`src/hw/rtl/srect_pkg.sv`:
```
// ---------------------------------------------------------------------------
// srect_pkg: shared types and constants for the segment/rectangle hit test
// Corner numbering and the flag group that the preparation stage hands on
// to the decision stage.
// ---------------------------------------------------------------------------
package srect_pkg;

  // Corner numbering of the sorted rectangle
  localparam int unsigned NUM_CORNERS = 4;
  localparam int unsigned CORNER_TL   = 0;  // (x_lo, y_hi)
  localparam int unsigned CORNER_TR   = 1;  // (x_hi, y_hi)
  localparam int unsigned CORNER_BL   = 2;  // (x_lo, y_lo)
  localparam int unsigned CORNER_BR   = 3;  // (x_hi, y_lo)

  // Edge numbering
  localparam int unsigned NUM_EDGES   = 4;
  localparam int unsigned EDGE_TOP    = 0;  // TL - TR
  localparam int unsigned EDGE_LEFT   = 1;  // TL - BL
  localparam int unsigned EDGE_BOTTOM = 2;  // BR - BL
  localparam int unsigned EDGE_RIGHT  = 3;  // BR - TR

  // Comparison results that need no multiplication
  typedef struct packed {
    logic                   point_inside;   // an endpoint lies in the closed box
    logic [NUM_CORNERS-1:0] corner_in_box;  // corner within the segment's bounding box
    logic [NUM_EDGES-1:0]   edge_straddle;  // segment ends strictly either side of edge
  } srect_flags_t;

endpackage

```
`src/hw/rtl/srect_prep.sv`:
```
// ---------------------------------------------------------------------------
// srect_prep: corner sort, coordinate differences and comparison flags
// Orders the rectangle corners, forms the segment direction and the corner
// offsets from the segment start, and evaluates every test that needs only
// comparisons.
// ---------------------------------------------------------------------------
module srect_prep #(
  parameter int COORD_WIDTH = 16
) (
  input  logic signed [COORD_WIDTH-1:0] corner_one_x,
  input  logic signed [COORD_WIDTH-1:0] corner_one_y,
  input  logic signed [COORD_WIDTH-1:0] corner_two_x,
  input  logic signed [COORD_WIDTH-1:0] corner_two_y,
  input  logic signed [COORD_WIDTH-1:0] seg_start_x,
  input  logic signed [COORD_WIDTH-1:0] seg_start_y,
  input  logic signed [COORD_WIDTH-1:0] seg_end_x,
  input  logic signed [COORD_WIDTH-1:0] seg_end_y,
  output logic signed [COORD_WIDTH:0]   dir_x,
  output logic signed [COORD_WIDTH:0]   dir_y,
  output logic signed [COORD_WIDTH:0]   off_x_lo,
  output logic signed [COORD_WIDTH:0]   off_x_hi,
  output logic signed [COORD_WIDTH:0]   off_y_lo,
  output logic signed [COORD_WIDTH:0]   off_y_hi,
  output srect_pkg::srect_flags_t       flags
);

  logic signed [COORD_WIDTH-1:0] x_lo, x_hi, y_lo, y_hi;
  logic signed [COORD_WIDTH-1:0] sx_lo, sx_hi, sy_lo, sy_hi;
  logic                          wide, tall;
  logic                          start_in, end_in;
  logic signed [COORD_WIDTH-1:0] cx [srect_pkg::NUM_CORNERS];
  logic signed [COORD_WIDTH-1:0] cy [srect_pkg::NUM_CORNERS];

  // Sort the rectangle corners
  always_comb begin
    x_lo = (corner_one_x < corner_two_x) ? corner_one_x : corner_two_x;
    x_hi = (corner_one_x < corner_two_x) ? corner_two_x : corner_one_x;
    y_lo = (corner_one_y < corner_two_y) ? corner_one_y : corner_two_y;
    y_hi = (corner_one_y < corner_two_y) ? corner_two_y : corner_one_y;
    wide = x_hi > x_lo;
    tall = y_hi > y_lo;
  end

  // Bounding box of the segment
  always_comb begin
    sx_lo = (seg_start_x < seg_end_x) ? seg_start_x : seg_end_x;
    sx_hi = (seg_start_x < seg_end_x) ? seg_end_x : seg_start_x;
    sy_lo = (seg_start_y < seg_end_y) ? seg_start_y : seg_end_y;
    sy_hi = (seg_start_y < seg_end_y) ? seg_end_y : seg_start_y;
  end

  // Corner positions in fixed order
  always_comb begin
    cx[srect_pkg::CORNER_TL] = x_lo;
    cy[srect_pkg::CORNER_TL] = y_hi;
    cx[srect_pkg::CORNER_TR] = x_hi;
    cy[srect_pkg::CORNER_TR] = y_hi;
    cx[srect_pkg::CORNER_BL] = x_lo;
    cy[srect_pkg::CORNER_BL] = y_lo;
    cx[srect_pkg::CORNER_BR] = x_hi;
    cy[srect_pkg::CORNER_BR] = y_lo;
  end

  // Differences, one bit wider than the coordinates
  always_comb begin
    dir_x    = $signed({seg_end_x[COORD_WIDTH-1], seg_end_x})
             - $signed({seg_start_x[COORD_WIDTH-1], seg_start_x});
    dir_y    = $signed({seg_end_y[COORD_WIDTH-1], seg_end_y})
             - $signed({seg_start_y[COORD_WIDTH-1], seg_start_y});
    off_x_lo = $signed({x_lo[COORD_WIDTH-1], x_lo})
             - $signed({seg_start_x[COORD_WIDTH-1], seg_start_x});
    off_x_hi = $signed({x_hi[COORD_WIDTH-1], x_hi})
             - $signed({seg_start_x[COORD_WIDTH-1], seg_start_x});
    off_y_lo = $signed({y_lo[COORD_WIDTH-1], y_lo})
             - $signed({seg_start_y[COORD_WIDTH-1], seg_start_y});
    off_y_hi = $signed({y_hi[COORD_WIDTH-1], y_hi})
             - $signed({seg_start_y[COORD_WIDTH-1], seg_start_y});
  end

  // Comparison flags
  always_comb begin
    // Endpoints inside the closed rectangle
    start_in = (seg_start_x >= x_lo) && (seg_start_x <= x_hi)
            && (seg_start_y >= y_lo) && (seg_start_y <= y_hi);
    end_in   = (seg_end_x >= x_lo) && (seg_end_x <= x_hi)
            && (seg_end_y >= y_lo) && (seg_end_y <= y_hi);
    flags.point_inside = start_in || end_in;

    // Corner within the segment's bounding box; with a zero cross product
    // this places the corner on the segment
    for (int c = 0; c < srect_pkg::NUM_CORNERS; c++) begin
      flags.corner_in_box[c] = (cx[c] >= sx_lo) && (cx[c] <= sx_hi)
                            && (cy[c] >= sy_lo) && (cy[c] <= sy_hi);
    end

    // Segment ends strictly on opposite sides of each non-degenerate edge
    flags.edge_straddle[srect_pkg::EDGE_TOP] = wide &&
      (((seg_start_y > y_hi) && (seg_end_y < y_hi)) ||
       ((seg_start_y < y_hi) && (seg_end_y > y_hi)));
    flags.edge_straddle[srect_pkg::EDGE_BOTTOM] = wide &&
      (((seg_start_y > y_lo) && (seg_end_y < y_lo)) ||
       ((seg_start_y < y_lo) && (seg_end_y > y_lo)));
    flags.edge_straddle[srect_pkg::EDGE_LEFT] = tall &&
      (((seg_start_x > x_lo) && (seg_end_x < x_lo)) ||
       ((seg_start_x < x_lo) && (seg_end_x > x_lo)));
    flags.edge_straddle[srect_pkg::EDGE_RIGHT] = tall &&
      (((seg_start_x > x_hi) && (seg_end_x < x_hi)) ||
       ((seg_start_x < x_hi) && (seg_end_x > x_hi)));
  end

endmodule

```
`src/hw/rtl/srect_mul.sv`:
```
// ---------------------------------------------------------------------------
// srect_mul: cross-product terms
// Forms the four exact products from which the cross product of the
// segment direction with each corner offset is built.
// ---------------------------------------------------------------------------
module srect_mul #(
  parameter int COORD_WIDTH = 16
) (
  input  logic signed [COORD_WIDTH:0]     dir_x,
  input  logic signed [COORD_WIDTH:0]     dir_y,
  input  logic signed [COORD_WIDTH:0]     off_x_lo,
  input  logic signed [COORD_WIDTH:0]     off_x_hi,
  input  logic signed [COORD_WIDTH:0]     off_y_lo,
  input  logic signed [COORD_WIDTH:0]     off_y_hi,
  output logic signed [2*COORD_WIDTH+1:0] prod_dx_ylo,
  output logic signed [2*COORD_WIDTH+1:0] prod_dx_yhi,
  output logic signed [2*COORD_WIDTH+1:0] prod_dy_xlo,
  output logic signed [2*COORD_WIDTH+1:0] prod_dy_xhi
);

  // Full-width signed products
  assign prod_dx_ylo = dir_x * off_y_lo;
  assign prod_dx_yhi = dir_x * off_y_hi;
  assign prod_dy_xlo = dir_y * off_x_lo;
  assign prod_dy_xhi = dir_y * off_x_hi;

endmodule

```
`src/hw/rtl/srect_decide.sv`:
```
// ---------------------------------------------------------------------------
// srect_decide: cross-product signs and hit decision
// Compares the product pairs to get the side of the segment line each
// corner lies on, then combines proper edge crossings, corners on the
// segment and endpoints inside the rectangle.
// ---------------------------------------------------------------------------
module srect_decide #(
  parameter int COORD_WIDTH = 16
) (
  input  logic signed [2*COORD_WIDTH+1:0] prod_dx_ylo,
  input  logic signed [2*COORD_WIDTH+1:0] prod_dx_yhi,
  input  logic signed [2*COORD_WIDTH+1:0] prod_dy_xlo,
  input  logic signed [2*COORD_WIDTH+1:0] prod_dy_xhi,
  input  srect_pkg::srect_flags_t         flags,
  output logic                            hit
);

  logic [srect_pkg::NUM_CORNERS-1:0] pos, neg, zero;
  logic [srect_pkg::NUM_EDGES-1:0]   cross_edge;
  logic                              corner_on_seg;

  // Side of the segment line for each corner
  always_comb begin
    pos[srect_pkg::CORNER_TL]  = prod_dx_yhi > prod_dy_xlo;
    neg[srect_pkg::CORNER_TL]  = prod_dx_yhi < prod_dy_xlo;
    pos[srect_pkg::CORNER_TR]  = prod_dx_yhi > prod_dy_xhi;
    neg[srect_pkg::CORNER_TR]  = prod_dx_yhi < prod_dy_xhi;
    pos[srect_pkg::CORNER_BL]  = prod_dx_ylo > prod_dy_xlo;
    neg[srect_pkg::CORNER_BL]  = prod_dx_ylo < prod_dy_xlo;
    pos[srect_pkg::CORNER_BR]  = prod_dx_ylo > prod_dy_xhi;
    neg[srect_pkg::CORNER_BR]  = prod_dx_ylo < prod_dy_xhi;
    zero = ~(pos | neg);
  end

  // Proper crossing: edge corners on opposite sides and segment straddling
  always_comb begin
    cross_edge[srect_pkg::EDGE_TOP] = flags.edge_straddle[srect_pkg::EDGE_TOP] &&
      ((pos[srect_pkg::CORNER_TL] && neg[srect_pkg::CORNER_TR]) ||
       (neg[srect_pkg::CORNER_TL] && pos[srect_pkg::CORNER_TR]));
    cross_edge[srect_pkg::EDGE_LEFT] = flags.edge_straddle[srect_pkg::EDGE_LEFT] &&
      ((pos[srect_pkg::CORNER_TL] && neg[srect_pkg::CORNER_BL]) ||
       (neg[srect_pkg::CORNER_TL] && pos[srect_pkg::CORNER_BL]));
    cross_edge[srect_pkg::EDGE_BOTTOM] = flags.edge_straddle[srect_pkg::EDGE_BOTTOM] &&
      ((pos[srect_pkg::CORNER_BR] && neg[srect_pkg::CORNER_BL]) ||
       (neg[srect_pkg::CORNER_BR] && pos[srect_pkg::CORNER_BL]));
    cross_edge[srect_pkg::EDGE_RIGHT] = flags.edge_straddle[srect_pkg::EDGE_RIGHT] &&
      ((pos[srect_pkg::CORNER_BR] && neg[srect_pkg::CORNER_TR]) ||
       (neg[srect_pkg::CORNER_BR] && pos[srect_pkg::CORNER_TR]));
  end

  // Corner on the segment: collinear and within its bounding box
  assign corner_on_seg = |(zero & flags.corner_in_box);

  assign hit = flags.point_inside || corner_on_seg || (|cross_edge);

endmodule

```
`src/hw/rtl/segment_rect_intersect_top.sv`:
```
// ---------------------------------------------------------------------------
// segment_rect_intersect_top: segment versus axis-aligned rectangle hit test
// Throughput: one request per cycle while the receiver does not stall; a request
// passes through four register stages (input, prepare, multiply, result) that
// each advance whenever the stage after them can take data, then shows its hit.
// Reset: rst clears all stage valid bits; data registers are not reset.
// ---------------------------------------------------------------------------
module segment_rect_intersect_top #(
  parameter int COORD_WIDTH = 16
) (
  input  logic                          clk,
  input  logic                          rst,
  input  logic                          in_valid,
  output logic                          in_stall,
  input  logic signed [COORD_WIDTH-1:0] corner_one_x,
  input  logic signed [COORD_WIDTH-1:0] corner_one_y,
  input  logic signed [COORD_WIDTH-1:0] corner_two_x,
  input  logic signed [COORD_WIDTH-1:0] corner_two_y,
  input  logic signed [COORD_WIDTH-1:0] seg_start_x,
  input  logic signed [COORD_WIDTH-1:0] seg_start_y,
  input  logic signed [COORD_WIDTH-1:0] seg_end_x,
  input  logic signed [COORD_WIDTH-1:0] seg_end_y,
  output logic                          out_valid,
  input  logic                          out_stall,
  output logic                          hit
);

  localparam int DW = COORD_WIDTH + 1;
  localparam int PW = 2 * COORD_WIDTH + 2;

  // Input stage
  logic                          in_full;
  logic signed [COORD_WIDTH-1:0] c1x, c1y, c2x, c2y, s0x, s0y, s1x, s1y;

  // Prepare stage
  logic                          prep_full;
  logic signed [DW-1:0]          dir_x, dir_y, off_x_lo, off_x_hi, off_y_lo, off_y_hi;
  logic signed [DW-1:0]          dir_x_next, dir_y_next;
  logic signed [DW-1:0]          off_x_lo_next, off_x_hi_next, off_y_lo_next, off_y_hi_next;
  srect_pkg::srect_flags_t       prep_flags, prep_flags_next;

  // Multiply stage
  logic                          mul_full;
  logic signed [PW-1:0]          prod_dx_ylo, prod_dx_yhi, prod_dy_xlo, prod_dy_xhi;
  logic signed [PW-1:0]          prod_dx_ylo_next, prod_dx_yhi_next;
  logic signed [PW-1:0]          prod_dy_xlo_next, prod_dy_xhi_next;
  srect_pkg::srect_flags_t       mul_flags;

  // Result stage
  logic                          out_full;
  logic                          hit_next;
  logic                          result_hit;

  logic out_free, mul_free, prep_free, in_free;

  // Each stage may load when it is empty or its content moves on
  always_comb begin
    out_free  = !out_full || !out_stall;
    mul_free  = !mul_full || out_free;
    prep_free = !prep_full || mul_free;
    in_free   = !in_full || prep_free;
  end

  assign in_stall  = !in_free;
  assign out_valid = out_full;
  assign hit       = result_hit;

  // Hold stage valid bits
  always_ff @(posedge clk) begin
    if (rst) begin
      in_full   <= 1'b0;
      prep_full <= 1'b0;
      mul_full  <= 1'b0;
      out_full  <= 1'b0;
    end else begin
      if (in_free)   in_full   <= in_valid;
      if (prep_free) prep_full <= in_full;
      if (mul_free)  mul_full  <= prep_full;
      if (out_free)  out_full  <= mul_full;
    end
  end

  // Capture the request
  always_ff @(posedge clk) begin
    if (in_valid && in_free) begin
      c1x <= corner_one_x;
      c1y <= corner_one_y;
      c2x <= corner_two_x;
      c2y <= corner_two_y;
      s0x <= seg_start_x;
      s0y <= seg_start_y;
      s1x <= seg_end_x;
      s1y <= seg_end_y;
    end
  end

  srect_prep #(
    .COORD_WIDTH (COORD_WIDTH)
  ) u_prep (
    .corner_one_x (c1x),
    .corner_one_y (c1y),
    .corner_two_x (c2x),
    .corner_two_y (c2y),
    .seg_start_x  (s0x),
    .seg_start_y  (s0y),
    .seg_end_x    (s1x),
    .seg_end_y    (s1y),
    .dir_x        (dir_x_next),
    .dir_y        (dir_y_next),
    .off_x_lo     (off_x_lo_next),
    .off_x_hi     (off_x_hi_next),
    .off_y_lo     (off_y_lo_next),
    .off_y_hi     (off_y_hi_next),
    .flags        (prep_flags_next)
  );

  // Advance into the prepare stage
  always_ff @(posedge clk) begin
    if (in_full && prep_free) begin
      dir_x      <= dir_x_next;
      dir_y      <= dir_y_next;
      off_x_lo   <= off_x_lo_next;
      off_x_hi   <= off_x_hi_next;
      off_y_lo   <= off_y_lo_next;
      off_y_hi   <= off_y_hi_next;
      prep_flags <= prep_flags_next;
    end
  end

  srect_mul #(
    .COORD_WIDTH (COORD_WIDTH)
  ) u_mul (
    .dir_x       (dir_x),
    .dir_y       (dir_y),
    .off_x_lo    (off_x_lo),
    .off_x_hi    (off_x_hi),
    .off_y_lo    (off_y_lo),
    .off_y_hi    (off_y_hi),
    .prod_dx_ylo (prod_dx_ylo_next),
    .prod_dx_yhi (prod_dx_yhi_next),
    .prod_dy_xlo (prod_dy_xlo_next),
    .prod_dy_xhi (prod_dy_xhi_next)
  );

  // Advance into the multiply stage
  always_ff @(posedge clk) begin
    if (prep_full && mul_free) begin
      prod_dx_ylo <= prod_dx_ylo_next;
      prod_dx_yhi <= prod_dx_yhi_next;
      prod_dy_xlo <= prod_dy_xlo_next;
      prod_dy_xhi <= prod_dy_xhi_next;
      mul_flags   <= prep_flags;
    end
  end

  srect_decide #(
    .COORD_WIDTH (COORD_WIDTH)
  ) u_decide (
    .prod_dx_ylo (prod_dx_ylo),
    .prod_dx_yhi (prod_dx_yhi),
    .prod_dy_xlo (prod_dy_xlo),
    .prod_dy_xhi (prod_dy_xhi),
    .flags       (mul_flags),
    .hit         (hit_next)
  );

  // Hold the result until taken
  always_ff @(posedge clk) begin
    if (mul_full && out_free) begin
      result_hit <= hit_next;
    end
  end

endmodule

```
`config.mk`:
```
export PLATFORM = sky130hd
export DESIGN_NAME = segment_rect_intersect_top
export DESIGN_NICKNAME = d
export VERILOG_FILES = /design/src/hw/rtl/srect_pkg.sv /design/src/hw/rtl/srect_prep.sv /design/src/hw/rtl/srect_mul.sv /design/src/hw/rtl/srect_decide.sv /design/src/hw/rtl/segment_rect_intersect_top.sv
export SDC_FILE = /design/constraint.sdc
export NUM_CORES = 2
export LEC_CHECK = 0
export ABC_AREA = 1
export BUFFER_PORTS_ARGS = -buffer_cell sky130_fd_sc_hd__buf_2
export CAP_MARGIN = 20
export CELL_PAD_IN_SITES_DETAIL_PLACEMENT = 0
export CELL_PAD_IN_SITES_GLOBAL_PLACEMENT = 1
export CORE_MARGIN = 3
export CORE_UTILIZATION = 31
export DETAILED_ROUTE_END_ITERATION = 6
export GPL_TIMING_DRIVEN = 0
export MAX_ROUTING_LAYER = met4
export PLACE_DENSITY = 0.57
export SYNTH_ARGS = -nofsm -noshare
export SYNTH_HDL_FRONTEND = slang
export SYNTH_HIERARCHICAL = 1
export SYNTH_SLANG_ARGS = --single-unit
```
`constraint.sdc`:
```
create_clock -name clk -period 12.78 [get_ports clk]
set_input_delay 3.834 -clock clk [delete_from_list [all_inputs] [get_ports clk]]
set_output_delay 3.834 -clock clk [all_outputs]
set_load 0.005 [all_outputs]
```
== Word-level counts from Yosys, hierarchy flattened ==
Index checks and enable logic that the tools add are counted.

* Add/subtract/negate cells: 6
* Multiply operators: 4
* Magnitude comparators: 46
* Multiplexer cells: 8
* Bitwise logic cells: 3
* Reduce and logical (&&, ||, !) cells: 67

{| class="wikitable"
|+ Operator list
! cell !! count
|-
| $lt A16 B16 Y1 || 12
|-
| $gt A16 B16 Y1 || 10
|-
| $gt A34 B34 Y1 || 4
|-
| $lt A34 B34 Y1 || 4
|-
| $mul A17 B17 Y34 || 4
|-
| $ge A16 B16 Y1 || 8
|-
| $le A16 B16 Y1 || 8
|-
| $mux W16 || 8
|-
| $sub A16 B16 Y17 || 6
|-
| $logic_and A1 B1 Y1 || 44
|-
| $logic_or A1 B1 Y1 || 15
|-
| $reduce_or A4 Y1 || 2
|-
| $logic_not A1 Y1 || 6
|-
| $and A4 B4 Y4 || 1
|-
| $not A4 Y4 || 1
|-
| $or A4 B4 Y4 || 1
|}

* Register bits after elaboration: 389
* Bits of input ports: 132
* Output and inout bits: 3
* Logic and storage cells: 163

== Logic depth before layout (Yosys ltp) ==
* Word-level depth: 7
* Gate-level depth with buffers: 35
* Mapped depth without buffers: 34

== Cells and area by module ==
Netlist, hierarchy kept.

{| class="wikitable"
|+ Modules (own cells, without submodules)
! module !! instances !! cells an instance !! area each (um^2) !! sequential area each (um^2)
|-
| srect_mul || 1 || 6322 || 47271.6 || 0.0
|-
| srect_prep || 1 || 1919 || 11863.9 || 0.0
|-
| segment_rect_intersect_top || 1 || 407 || 11736.3 || 11641.2
|-
| srect_decide || 1 || 654 || 3895.0 || 0.0
|}

== Worst setup path after synthesis ==
No wires, ideal clock.

* Kind: input to register
* Start point: input out_stall
* End point: register c1x[0] (enable)
* Setup time: 0.620 ns
* Arrival time: 9.448 ns
* Data required time: 12.160 ns
* Setup slack: 2.712 ns
* Stages on the path: 5
* Path buffers: 0
* Cells stage by stage: nand2_2 > nor2_4 > nand3_2 > inv_2 > nor2_1

* Cells in the longest elaborated chain, start to end: 6

{| class="wikitable"
|+ RTL lines
! what !! RTL line !! RTL
|-
| start: declaration || segment_rect_intersect_top.sv:24 || <nowiki>input logic out_stall,</nowiki>
|-
| $logic_not A1 Y1 || segment_rect_intersect_top.sv:58 || <nowiki>out_free = !out_full || !out_stall;</nowiki>
|-
| $logic_or A1 B1 Y1 || segment_rect_intersect_top.sv:58 ||
|-
| $logic_or A1 B1 Y1 || segment_rect_intersect_top.sv:59 || <nowiki>mul_free = !mul_full || out_free;</nowiki>
|-
| $logic_or A1 B1 Y1 || segment_rect_intersect_top.sv:60 || <nowiki>prep_free = !prep_full || mul_free;</nowiki>
|-
| $logic_or A1 B1 Y1 || segment_rect_intersect_top.sv:61 || <nowiki>in_free = !in_full || prep_free;</nowiki>
|-
| $logic_and A1 B1 Y1 || segment_rect_intersect_top.sv:85 || <nowiki>if (in_valid && in_free) begin</nowiki>
|-
| end signal: assignment || segment_rect_intersect_top.sv:86 || <nowiki>c1x <= corner_one_x;</nowiki>
|-
| end: declaration || segment_rect_intersect_top.sv:33 || <nowiki>logic signed [COORD_WIDTH-1:0] c1x, c1y, c2x, c2y, s0x, s0y, s1x, s1y;</nowiki>
|}

No other way between the ends.
A chain may end at the register's enable or synchronous reset.

== Worst setup path after layout ==
* Start point: input out_stall
* End point: output in_stall

* Cells in the longest elaborated chain, start to end: 6

{| class="wikitable"
|+ RTL lines
! what !! RTL line !! RTL
|-
| $logic_not A1 Y1 || segment_rect_intersect_top.sv:58 ||
|-
| $logic_or A1 B1 Y1 || segment_rect_intersect_top.sv:58 ||
|-
| $logic_or A1 B1 Y1 || segment_rect_intersect_top.sv:59 ||
|-
| $logic_or A1 B1 Y1 || segment_rect_intersect_top.sv:60 ||
|-
| $logic_or A1 B1 Y1 || segment_rect_intersect_top.sv:61 ||
|-
| $logic_not A1 Y1 || segment_rect_intersect_top.sv:64 || <nowiki>assign in_stall = !in_free;</nowiki>
|-
| end: declaration || segment_rect_intersect_top.sv:14 || <nowiki>output logic in_stall,</nowiki>
|}

No other way between the ends.

==> parameters.txt <==
Parameter                              Value

STA
  Max-slew violation count    0
  Final TNS setup    0 ps
  FMAX    0.118 GHz
  Setup violators final    0
  RSZ-0062 raised after global routing    false
  Clock period minus worst slack    8470 ps
  Hold violation count in the final report    0
  Worst slew pin tran    1210 ps
  Maximum clock skew at final layout    55.3 ps
  Final-layout worst hold slack    420 ps
  Rel. slew slack    0.196
  Final worst-path cycle share    0.663

Logic synthesis
  Combinational family with the most area after synthesis    adder cells
  Register bit count reported by yosys    389
  Average size of a mapped cell    8.04 um2
  Number of distinct standard cells referenced by the synthesized netlist    62
  Synth Area in Adders    0.452
  Count of flip-flops with a built-in enable after synthesis    385
  Cells after Synth    9302
  Simple-gate portion of the synthesized area    0.180
  Post-synthesis cell type with the largest combined area    fa_1
  Post-synthesis xor/xnor area fraction    0.0212
  Multiplexer share of the synthesized area    0
  Fraction of synthesized cell area taken by the top area cell type    0.319
  Complex-gate fraction of the synthesized area    0.0497
  Cell Area, Synth    0.0748 mm2
  Post-synth top flop    edfxtp_1
  Warning count from the yosys run    6
  Top post-synthesis cells by area    fa_1 (32%), edfxtp_1 (15%), ha_1 (13%)
  Share of synthesized registers carrying an async set or reset    0
  Syn Nets    11400
  Register area share after synthesis    0.156

CTS
  TritonCTS clock tree    yes
  Post-CTS Setup Inserts    0
  Clock Path Buffers    3
  Clock slew seen by the registers of the worst setup and hold paths    60 ps
  Cts bufs inserted    49
  Cts-stage hold buffer count    0
  Buffer type at the clock tree root    clkbuf_16
  Clock network latency to the later pin of the worst-skew pair    660 ps
  Clock sinks    389
  Post-cts repair resize count    0
  H-Tree Level Count    2

Floorplan
  DIE WIDTH    497 um
  Floorplan Core Area    0.239 mm2
  Row Count    179
  Count of boundary I/O pins    135
  Height of the die    497 um
  Initial cell density of the core    0.313
  Overall die area    0.247 mm2

Final layout
  Synthesis-to-layout area growth    8.82%
  Core occupancy in the finished layout    0.340
  Number of non-filler instances in the completed layout    12700
  Multi-input gate area    0.0526 mm2
  Fraction of layout instances using a drive strength above 1    0.0381
  Number of filler instances in the final layout    25300
  Nets    11600
  Sequential cell area    0.0116 mm2

Routing
  Total wire length    265 mm
  Via count    59000
  Detailed router's first-iteration violation count    3961
  Number of iterations in the first detailed-routing pass    6
  Residual antenna-violating net count after detailed routing    0
  Detail-routed net length per standard cell    20.9 um
  Mean number of vias per cell    4.64
  Post-route DRC    0

Global routing
  Pin count of the biggest net entering global routing    98
  Total grt overflow    0
  Vias in the first global route    61200
  Global Route Usage Sum    0.220
  First-pass GRT wire length    396 mm
  Antenna violations before repair    5

Status
  Run status    complete, no violations

Place
  Global placement routability congestion    0.925
  Placed cells    12600
  Post-DP HPWL    228 mm
  Count of buffers inserted at the top-level ports    134

Critical path
  Required time of the critical path    8950 ps
  Category of the worst setup path launch point    input port
  Crit Path Category    in2out
  Endpoint arrival time on the critical path    4640 ps
  Most repeated library cell on the critical path    buf_2
  Slowest cell on crit path    nor2_4
  Delay of the slowest cell on the worst path    160 ps
  Ordered cell list for the critical path    buf_2 -> nand2_2 -> nor2_4 -> nand3_2 -> inv_2 -> buf_2
  Top delay family on crit path    buffers and inverters
  WP buf/inv    3
  Highest net fanout along the worst path    4
  Kind of end point of the critical path    output port

Min path
  Worst Hold Class    reg2reg

Flow run
  Number of violations of the max-capacitance limit    0
[cell usage after synthesis, types with 4 or more instances]
master	number
a211oi_1	15
a21boi_1	7
a21o_1	19
a21oi_1	322
a221oi_1	6
a31oi_1	12
buf_2	11
buf_6	8
clkbuf_1	274
dfxtp_1	4
edfxtp_1	385
fa_1	1190
ha_1	798
inv_1	2483
inv_2	8
nand2_1	2448
nand2_2	29
nand3_1	247
nand3_2	14
nand3b_1	18
nand4_1	81
nor2_1	358
nor2_2	21
nor2_4	4
nor3_1	41
nor3_2	6
nor3b_1	4
nor4_1	14
o211ai_1	9
o21a_1	19
o21ai_0	135
o21ai_1	35
o21ai_2	18
o21bai_1	26
o221ai_1	8
or2_1	5
xnor2_1	43
xor2_1	138
[sequential cells by signal, summed over array words and instances (netlist names), 17 cells and up]
name and flops:
prod_dy_xlo 34, prod_dx_yhi 34, dir_y 17, off_x_lo 17, prod_dy_xhi 34, off_x_hi 17, off_y_hi 17, off_y_lo 17
prod_dx_ylo 34, dir_x 17
[cell families (layout without fill, tap and decap cells)]
kind of cell	count (synthesis)	in the layout
simple gates	3305	3305
other cells	0	2
xor+xnor	181	181
compound gates	651	651
buf+inv	2788	3026
flops	389	389
fa+ha+maj	1988	1988
[final cells by class]
type | instances | area share
multi-input cells | 6125 | 0.646
flip-flops and latches | 389 | 0.143
inverters | 2491 | 0.115
well taps | 3167 | 0.0487
clock buffers | 53 | 0.0153
plain buffers | 297 | 0.0147
repair buffers | 147 | 0.0112
clock inverters | 38 | 0.00552
diodes | 2 | 0.0000615
[metal layers]
layer  wire length (um)  global-route usage  vias to the layer above  share of wire
met4               6920              0.0505                        0          0.026
met2             121000               0.348                     1479           0.45
met5                  0                   -                        -              0
met3              14100              0.0239                      217          0.053
met1             124000               0.304                    29100           0.47
li1                   -                   -                    28200              -
[cell usage in the layout, fill, tap and decap left out, drive strengths merged, types with 22 or more instances in the layout]
cell,Yosys,routed
clkinv,0,22
clkbuf,274,327
o21ai,189,189
xnor2,43,43
inv,2491,2495
ha,798,798
edfxtp,385,385
buf,23,170
nor2,383,383
o21bai,26,26
fa,1190,1190
nand2,2479,2479
nand3,262,262
nor3,48,48
xor2,138,138
a21oi,324,324
nand4,81,81
[worst register-to-register path, cell delays in order (launching register included)]
cell and delay, ps:
edfxtp_1 470, clkbuf_1 570, clkbuf_1 800, nand2_1 370
inv_1 230, fa_1 550, fa_1 890, fa_1 530
fa_1 530, fa_1 500, inv_1 50, fa_1 480
inv_1 50, ha_1 400, a21oi_1 380, o21ai_0 250
a21oi_1 230, nand3_1 100, nand2_1 60, nand2_1 80
[worst paths after layout]
check                              startpoint               to  depth (start not counted)  slack (ps)
worst min-delay path            prep_flags[6]     mul_flags[6]                          0         420
worst max-delay path                out_stall         in_stall                          6        4310
worst max register to register      dir_x[16]  prod_dx_ylo[30]                         19        4980
worst min register to register  prep_flags[6]     mul_flags[6]                          0         420
[metrics by stage]
| step | instance area [um2] | worst slack [ps] |
|---|---|---|
| 2_1_floorplan | 74800 | 2710 |
| 3_3_place_gp | 79400 | -93.3 |
| 3_5_place_dp | 79600 | 4270 |
| 4_1_cts | 81300 | 4260 |
| 5_1_grt | 81400 | 4260 |
| 6_report | 81400 | 4310 |
Power is left out: the tool's default activity adds up to more than one toggle a clock period on the data nets, which glitch-free logic cannot reach.
